--- src/rtl/core/opd_pkg.sv ---
package opd_pkg;

  localparam logic [15:0] OP_DATA  = 16'd3;
  localparam logic [15:0] OP_ACK   = 16'd4;
  localparam logic [15:0] OP_ERROR = 16'd5;
  localparam logic [15:0] OP_BCAST = 16'd9;

  localparam logic [15:0] POS_MAX = 16'hffff;

  localparam logic [1:0] KIND_ACK   = 2'd0;
  localparam logic [1:0] KIND_DATA  = 2'd1;
  localparam logic [1:0] KIND_ERROR = 2'd2;
  localparam logic [1:0] KIND_BCAST = 2'd3;

  localparam logic [7:0] TERMINATOR = 8'h00;

  typedef struct packed {
    logic        valid;
    logic [1:0]  packet_kind;
    logic [15:0] header_number;
    logic [7:0]  payload_byte;
    logic        has_byte;
    logic        last;
  } opd_result_t;

endpackage

--- src/rtl/core/opd_parser.sv ---
module opd_parser (
  input  logic                clk,
  input  logic                rst_n,
  input  logic                en,
  input  logic [7:0]          rx_byte,
  output opd_pkg::opd_result_t res
);
  import opd_pkg::*;

  logic [15:0] pos_r, pos_nxt;
  logic [15:0] opcode_r, opcode_nxt;
  logic [7:0]  high_r, high_nxt;
  logic [15:0] size_r, size_nxt;
  logic [15:0] number_r, number_nxt;
  logic [15:0] pos_inc;
  logic [15:0] word;
  logic [15:0] size_dec;

  assign pos_inc  = (pos_r == POS_MAX) ? pos_r : pos_r + 16'd1;
  assign word     = {high_r, rx_byte};
  assign size_dec = size_r - 16'd1;

  always_comb begin
    pos_nxt    = pos_inc;
    opcode_nxt = opcode_r;
    high_nxt   = high_r;
    size_nxt   = size_r;
    number_nxt = number_r;
    res        = '0;
    if (pos_inc == 16'd1) begin
      high_nxt = rx_byte;
    end else if (pos_inc == 16'd2) begin
      opcode_nxt = word;
    end else begin
      case (opcode_r)
        OP_ACK: begin
          if (pos_inc == 16'd3) begin
            high_nxt = rx_byte;
          end else if (pos_inc == 16'd4) begin
            res.valid         = 1'b1;
            res.packet_kind   = KIND_ACK;
            res.header_number = word;
            res.last          = 1'b1;
          end
        end
        OP_DATA: begin
          if (pos_inc == 16'd3 || pos_inc == 16'd5) begin
            high_nxt = rx_byte;
          end else if (pos_inc == 16'd4) begin
            size_nxt = word;
          end else if (pos_inc == 16'd6) begin
            number_nxt = word;
            if (size_r == 16'd0) begin
              res.valid         = 1'b1;
              res.packet_kind   = KIND_DATA;
              res.header_number = word;
              res.last          = 1'b1;
            end
          end else begin
            size_nxt          = size_dec;
            res.valid         = 1'b1;
            res.packet_kind   = KIND_DATA;
            res.header_number = number_r;
            res.payload_byte  = rx_byte;
            res.has_byte      = 1'b1;
            res.last          = (size_dec == 16'd0);
          end
        end
        OP_ERROR: begin
          if (pos_inc == 16'd3) begin
            high_nxt = rx_byte;
          end else if (pos_inc == 16'd4) begin
            number_nxt = word;
          end else begin
            res.valid         = 1'b1;
            res.packet_kind   = KIND_ERROR;
            res.header_number = number_r;
            res.payload_byte  = rx_byte;
            res.has_byte      = (rx_byte != TERMINATOR);
            res.last          = (rx_byte == TERMINATOR);
          end
        end
        OP_BCAST: begin
          if (pos_inc == 16'd3) begin
            number_nxt = {8'd0, rx_byte};
          end else begin
            res.valid         = 1'b1;
            res.packet_kind   = KIND_BCAST;
            res.header_number = number_r;
            res.payload_byte  = rx_byte;
            res.has_byte      = (rx_byte != TERMINATOR);
            res.last          = (rx_byte == TERMINATOR);
          end
        end
        default: begin
        end
      endcase
    end
    if (res.last) begin
      pos_nxt    = '0;
      opcode_nxt = '0;
      high_nxt   = '0;
      size_nxt   = '0;
      number_nxt = '0;
    end
  end

  always_ff @(posedge clk) begin
    if (!rst_n) begin
      pos_r    <= '0;
      opcode_r <= '0;
      high_r   <= '0;
      size_r   <= '0;
      number_r <= '0;
    end else if (en) begin
      pos_r    <= pos_nxt;
      opcode_r <= opcode_nxt;
      high_r   <= high_nxt;
      size_r   <= size_nxt;
      number_r <= number_nxt;
    end
  end

  // A completed packet leaves the parser ready for a fresh opcode.
  a_restart: assert property (@(posedge clk) disable iff (!rst_n)
    en && res.valid && res.last |=> pos_r == 16'd0 && opcode_r == 16'd0)
    else $error("parser state not cleared after packet end");

  a_known_op: assert property (@(posedge clk) disable iff (!rst_n)
    res.valid |-> opcode_r == OP_ACK || opcode_r == OP_DATA ||
                  opcode_r == OP_ERROR || opcode_r == OP_BCAST)
    else $error("result raised for an unknown opcode");

  a_no_header_result: assert property (@(posedge clk) disable iff (!rst_n)
    res.valid |-> pos_r >= 16'd3)
    else $error("result raised inside the opcode");

endmodule

--- src/rtl/core/opcode_packet_deframer.sv ---
// A result shows on the out_ ports in the cycle after the transfer of its byte
// when the output register is free; header and swallowed bytes give none.
// Throughput: one byte per cycle, held back only when the output register and
// its skid stage are both full.
// Reset: synchronous and active low; it clears the parse state and empties both
// output stages.
module opcode_packet_deframer (
  input  logic        clk,
  input  logic        rst_n,
  input  logic        in_valid,
  output logic        in_stall,
  input  logic [7:0]  in_rx_byte,
  output logic        out_valid,
  input  logic        out_stall,
  output logic [1:0]  out_packet_kind,
  output logic [15:0] out_header_number,
  output logic [7:0]  out_payload_byte,
  output logic        out_has_byte,
  output logic        out_last
);
  import opd_pkg::*;

  opd_result_t res;
  opd_result_t out_r;
  opd_result_t skid_r;
  logic        out_valid_r;
  logic        skid_valid_r;
  logic        take;
  logic        out_free;

  assign in_stall = skid_valid_r;
  assign take     = in_valid && !skid_valid_r;
  assign out_free = !out_valid_r || !out_stall;

  opd_parser u_parser (
    .clk     (clk),
    .rst_n   (rst_n),
    .en      (take),
    .rx_byte (in_rx_byte),
    .res     (res)
  );

  always_ff @(posedge clk) begin
    if (!rst_n) begin
      out_valid_r  <= 1'b0;
      skid_valid_r <= 1'b0;
    end else if (out_free) begin
      if (skid_valid_r) begin
        out_r        <= skid_r;
        out_valid_r  <= 1'b1;
        skid_valid_r <= 1'b0;
      end else begin
        out_r       <= res;
        out_valid_r <= take && res.valid;
      end
    end else if (take && res.valid) begin
      skid_r       <= res;
      skid_valid_r <= 1'b1;
    end
  end

  assign out_valid         = out_valid_r;
  assign out_packet_kind   = out_r.packet_kind;
  assign out_header_number = out_r.header_number;
  assign out_payload_byte  = out_r.payload_byte;
  assign out_has_byte      = out_r.has_byte;
  assign out_last          = out_r.last;

  a_skid_order: assert property (@(posedge clk) disable iff (!rst_n)
    skid_valid_r |-> out_valid_r)
    else $error("skid stage full while output register is empty");

  a_skid_catch: assert property (@(posedge clk) disable iff (!rst_n)
    out_valid_r && out_stall && take && res.valid |=> skid_valid_r)
    else $error("result lost while output was stalled");

  a_skid_drain: assert property (@(posedge clk) disable iff (!rst_n)
    skid_valid_r && !out_stall |=> out_valid_r && !skid_valid_r)
    else $error("skid stage did not move to the output register");

endmodule
--- config.mk ---
export PLATFORM = sky130hd
export DESIGN_NAME = opcode_packet_deframer
export DESIGN_NICKNAME = d
export VERILOG_FILES = /design/src/rtl/core/opd_pkg.sv /design/src/rtl/core/opd_parser.sv /design/src/rtl/core/opcode_packet_deframer.sv
export SDC_FILE = /design/constraint.sdc
export NUM_CORES = 1
export LEC_CHECK = 0
export ABC_AREA = 1
export BUFFER_PORTS_ARGS = -buffer_cell sky130_fd_sc_hd__buf_4
export CAP_MARGIN = 20
export CORE_MARGIN = 3
export CORE_UTILIZATION = 40
export CTS_CLUSTER_DIAMETER = 100
export DETAILED_ROUTE_END_ITERATION = 12
export PLACE_DENSITY = 0.57
export SLEW_MARGIN = 20
export SYNTH_ARGS = -nofsm -noshare
export SYNTH_HDL_FRONTEND = slang
export SYNTH_SLANG_ARGS = --single-unit
--- constraint.sdc ---
create_clock -name clk -period 10.5 [get_ports clk]
set_input_delay 2.1 -clock clk [delete_from_list [all_inputs] [get_ports clk]]
set_output_delay 2.1 -clock clk [all_outputs]
set_load 0.01 [all_outputs]
Yosys cells after proc, flatten, opt, wreduce, memory -nomap -nowiden
Index checks and enable logic that the tools add are counted.
- output and inout port bits: 30
- register bits: 130
- word-level logic and storage cells: 117
- bits of input ports: 12
- add/subtract/negate cells: 2
- mux-type cells: 49
- bitwise logic cells: 2
- reduce and logical (&&, ||, !) cells: 23
- equality and inequality tests: 24
- operators with widths (cell ; number):
    $mux 16 ; 21
    $mux 29 ; 7
    $eq 16x3->1 const B ; 5
    $mux 19 ; 4
    $pmux 19 s4 ; 1
    $eq 16x2->1 const B ; 3
    $pmux 16 s3 ; 1
    $mux 8 ; 5
    $logic_not 16->1 ; 2
    $mux 28 ; 1
    $pmux 9 s3 ; 1
    $add 16x1->16 const B ; 1
    $eq 16x1->1 const B ; 1
    $eq 16x16->1 const B ; 1
    $eq 16x4->1 const B ; 1
    $pmux 8 s2 ; 1
    $sub 16x1->16 const B ; 1
    $ne 3x2->1 const B ; 5
    $reduce_and 10->1 ; 1
    $mux 9 ; 1
    $ne 3x3->1 const B ; 3
    $logic_not 8->1 ; 1
    $reduce_bool 4->1 ; 2
    $reduce_bool 8->1 ; 1
    other kinds (15) ; 29

Logic depth before layout (Yosys ltp)
- word-level depth: 11
- mapped depth: 23
- mapped depth without buffers: 22

By module
A second synthesis with hierarchy kept.
- cells, all modules: 1041
- area total of the unflattened synthesis: 7369.6 um^2
- modules (own cells, without submodules) (module ; instances ; area each (um^2) ; cells each ; seq. area each (um^2)):
    opd_parser ; 1 ; 5241.3 ; 881 ; 1441.4
    opcode_packet_deframer ; 1 ; 2128.3 ; 160 ; 1721.7

Worst setup path after synthesis
No wires, ideal clock.
- path type: in2reg
- start: input port in_valid
- end: register skid_r[0] (netlist bit), enable pin
- required time: 10.087 ns
- path slack: 6.140 ns
- path buffers: 1
- library setup time: 0.413 ns
- arrival: 3.947 ns
- stages on the path: 5
- cells stage by stage: nand2_1 -> inv_1 -> clkbuf_1 -> nand3_1 -> nor2_1
- cells in the longest elaborated chain, start to end: 3
- ends and longest elaborated chain (what ; RTL line ; text):
    start: declaration ; opcode_packet_deframer.sv:10 ; input logic in_valid,
    $logic_and 1x1->1 ; opcode_packet_deframer.sv:32 ; assign take = in_valid && !skid_valid_r;
    $logic_and 1x1->1 ; opcode_packet_deframer.sv:56 ; end else if (take && res.valid) begin
    $reduce_and 3->1 (no source line) ; n/a ;
    end signal: assignment ; opcode_packet_deframer.sv:57 ; skid_r <= res;
    end: declaration ; opcode_packet_deframer.sv:25 ; opd_result_t skid_r;
Every way passes these cells.
A chain may end at the register's enable or synchronous reset.

Final worst setup path
- start: input port rst_n
- end: register out_r (netlist bit out_has_byte), enable pin
- cells in the longest elaborated chain, start to end: 1
- ends and longest elaborated chain (what ; RTL line ; text):
    start: declaration ; opcode_packet_deframer.sv:9 ; input logic rst_n,
    $reduce_and 2->1 (no source line) ; n/a ;
    end signal: assignment ; opcode_packet_deframer.sv:49 ; out_r <= skid_r;
    end signal: assignment ; opcode_packet_deframer.sv:53 ; out_r <= res;
    end: declaration ; opcode_packet_deframer.sv:24 ; opd_result_t out_r;
Every way passes these cells.

==> impl_metrics.toml <==
[setup_path]
worst-path-max-fanout = 50
path_class = "input port to register"
path_delay_family = "buffers and inverters"
crit_start = "rst_n"
timing.rr.start = "u_parser.pos_r[0]"
path_common_cell = "buf_4"
path_buf_inv = 3
arrival_ns = 3.95
critPathCaptureType = "register"
critical_path.max_stage_delay_ns = 0.77
reg2reg_setup_slack_ns = 6.67
cp_cell_sequence = "buf_4 -> clkinv_1 -> nor2_2 -> buf_4"
cp.required_ns = 10.58
cpMaxStageDelayCell = "clkinv_1"
critPathLaunchType = "input port"

[synthesis]
netlist_area_sq_mm = 0.007084
synthMuxAreaShare_pct = 1.272
ys_ff_latch = 130
async_flop_share_pct = 0
synth_ff_type = "dfxtp_1"
synth_warnings = 0
syn_area_per_cell_sq_um = 7.505
synth_cell_types = 44
synth-xor-area-share_pct = 1.731
synth_edf_count = 56
synth_simple_gate_area_share_pct = 32.16
synth_adder_area_share_pct = 0.5298
synth_cells = 944
synthesis.nets = 959
synth-compound-area-share_pct = 11.30
yosysSeqAreaShare_pct = 44.65
synth_top_family_by_area = "simple AND/OR/NAND/NOR gates"

[grt]
grt_antenna_before_repair = 0
grt_pass1_wl_mm = 29.01
grt_max_degree = 51
grt-ovfl-total = 0
track_usage_pct = 18.54
grt_pass1_vias = 5688

[cts]
htree_levels = 4
clk_latency_ns = 0.43
cts_hold_buf = 0
cts-root-buf = "clkbuf_16"
cts_inserted_buffers = 17
cts_tree = "done"
cts_resized = 0
post_cts_buffers = 0
clockBufferDepth = 2
cts.reportedPaths.clkPinSlew_ns = 0.06
clkSinkCount = 130

[sta]
worst_slack_ns = 6.628
period_share_pct = 36.87
setup_viol = 0
fmax_mhz = 258.3
relSlewSlack_pct = 47.12
period_needed_ns = 3.872
final.setup_skew_ns = 0.01118
worstMarginPinSlew_ns = 0.7883
fin_tns_setup_ns = 0
rsz0062_at_grt = "false"
finalHoldViolations = 0
slew_viol_final = 0

[worst_hold_path]
hold_path_class = "register to register"
hold_path_startpoint = "out_valid"

[place]
place_area_sq_mm = 0.007543
port_buffers = 41
routabilityCongestion = 0.9367
preCtsSetupSlack_ns = 6.161
dp_hpwl_mm = 12.73

[cells_and_area]
multi_input_area_sq_mm = 0.003341
layout_commonest_cell = "nand2_1"
postLayoutCellArea_sq_mm = 0.008114
final_util_pct = 46.91
nets = 990
antenna_cells = 0
final_cell_mix = "nand2_1 (198), nor2_1 (170), inv_1 (103)"
final.fill_count = 1761
regArea_sq_mm = 0.003163
area_growth_pct = 14.54
layout-drive-gt1-share_pct = 15.28

[die]
num_rows = 48
dieWidth_um = 139.1
initial_core_util_pct = 40.96
core-area_sq_mm = 0.01730
chipHeight_um = 139.1
ios = 42
fp.dieArea_sq_mm = 0.01934

[pwr]
seqPwrFrac_pct = 46.1
p_leak_nw = 3.473
p_sw_mw = 0.3121
internal-power_mw = 0.8682
vdd_ir_drop_max_uv = 107.7
powerDensity_mw_per_mm2 = 145.5
p_clk_share_pct = 48.3
combPwrFrac_pct = 5.6
finalPower_mw = 1.180
switching_share_pct = 26.44

[drt]
drt-initial-drc-count = 385
routed_wl_mm = 17.74
dr.pass1.iters = 6
viasPerCell = 4.943
wire_per_inst_um = 14.62
vias = 5996
drc = 0
antenna_left = 0

[flow_run]
maxCapViolCount = 0

[outcome]
outcome = "finished, final reports clean"
## worst register-to-register path: cells and delay by family (launching register included)
| family | cells | cell delay, ns |
|---|---|---|
| simple gates | 15 | 2.26 |
| flops | 1 | 0.45 |
| buf+inv | 2 | 0.41 |
| compound gates | 2 | 0.35 |
| fa+ha+maj | 1 | 0.25 |
## worst paths after layout
kind / end / cells past startpoint
worst max-delay path: out_has_byte / 4
worst max register to register: u_parser.size_r[2] / 20
worst min register to register: in_stall / 2
worst min-delay path: in_stall / 2
## layout make-up
| cell class | count | area share, % |
|---|---|---|
| Multi-Input combinational cell | 670 | 41.17 |
| Sequential cell | 130 | 38.98 |
| Clock buffer | 17 | 5.243 |
| Inverter | 110 | 5.089 |
| Timing Repair Buffer | 46 | 4.256 |
| Tap cell | 225 | 3.470 |
| Clock inverter | 15 | 1.789 |
## per-stage QoR
step,cells,hold WS [ns]
after global routing,1213,0.5110
after global placement,1181,0.4790
after floorplan,944,0.4586
final,1213,0.4846
after detailed placement,1181,0.4831
after CTS,1213,0.4912
## state kept, by name, summed over array words and instances (netlist names)
signal	count
out_packet_kind	2
out_last	1
u_parser.high_r	8
out_header_number	16
u_parser.pos_r	16
out_has_byte	1
skid_r	28
out_payload_byte	8
out_valid	1
u_parser.number_r	16
u_parser.opcode_r	16
u_parser.size_r	16
in_stall	1
## synthesized netlist by cell type, types with 8 or more instances
library cell / count / area (sq um)
nand2_1: 198 / 743.2
inv_1: 103 / 386.6
nand3_1: 56 / 280.3
buf_2: 8 / 40.04
o21ai_0: 27 / 135.1
nor2_1: 172 / 645.6
edfxtp_1: 56 / 1682
nor3_1: 11 / 55.05
a21oi_2: 11 / 96.34
dfxtp_1: 74 / 1481
nand4_1: 16 / 100.1
mux2_2: 8 / 90.09
o21ai_1: 28 / 140.1
xor2_1: 12 / 105.1
clkbuf_1: 14 / 52.55
a21oi_1: 64 / 320.3
nand2_2: 12 / 75.07
## layer usage
metal,track usage (%),routed length [um],up-vias
met5,0,0,-
met4,7.209,424,0
met3,3.552,759,26
met2,29.76,8150,143
met1,24.81,8404,2689
li1,-,-,3138
## cells by family (layout without fill, tap and decap cells)
logic type | after synthesis | after routing
and+or+nand+nor | 503 | 503
muxes | 8 | 8
AOI/OAI and AO/OA | 142 | 142
DFF | 130 | 130
adders and majority gates | 3 | 3
xor gates and xnor gates | 14 | 14
buffers and inverters | 144 | 188
## power groups by stage
| stage | logic [mW] | clock network, mW | registers [mW] |
|---|---|---|---|
| finish | 0.0665 | 0.570 | 0.544 |
| global route | 0.0749 | 0.603 | 0.544 |
| CTS | 0.0667 | 0.580 | 0.543 |
| detailed placement | 0.0666 | 0 | 0.555 |
| global placement | 0.0658 | 0 | 0.555 |
| floorplan | 0.0432 | 0 | 0.552 |
Note: power is estimated with default switching activity, not from simulation.
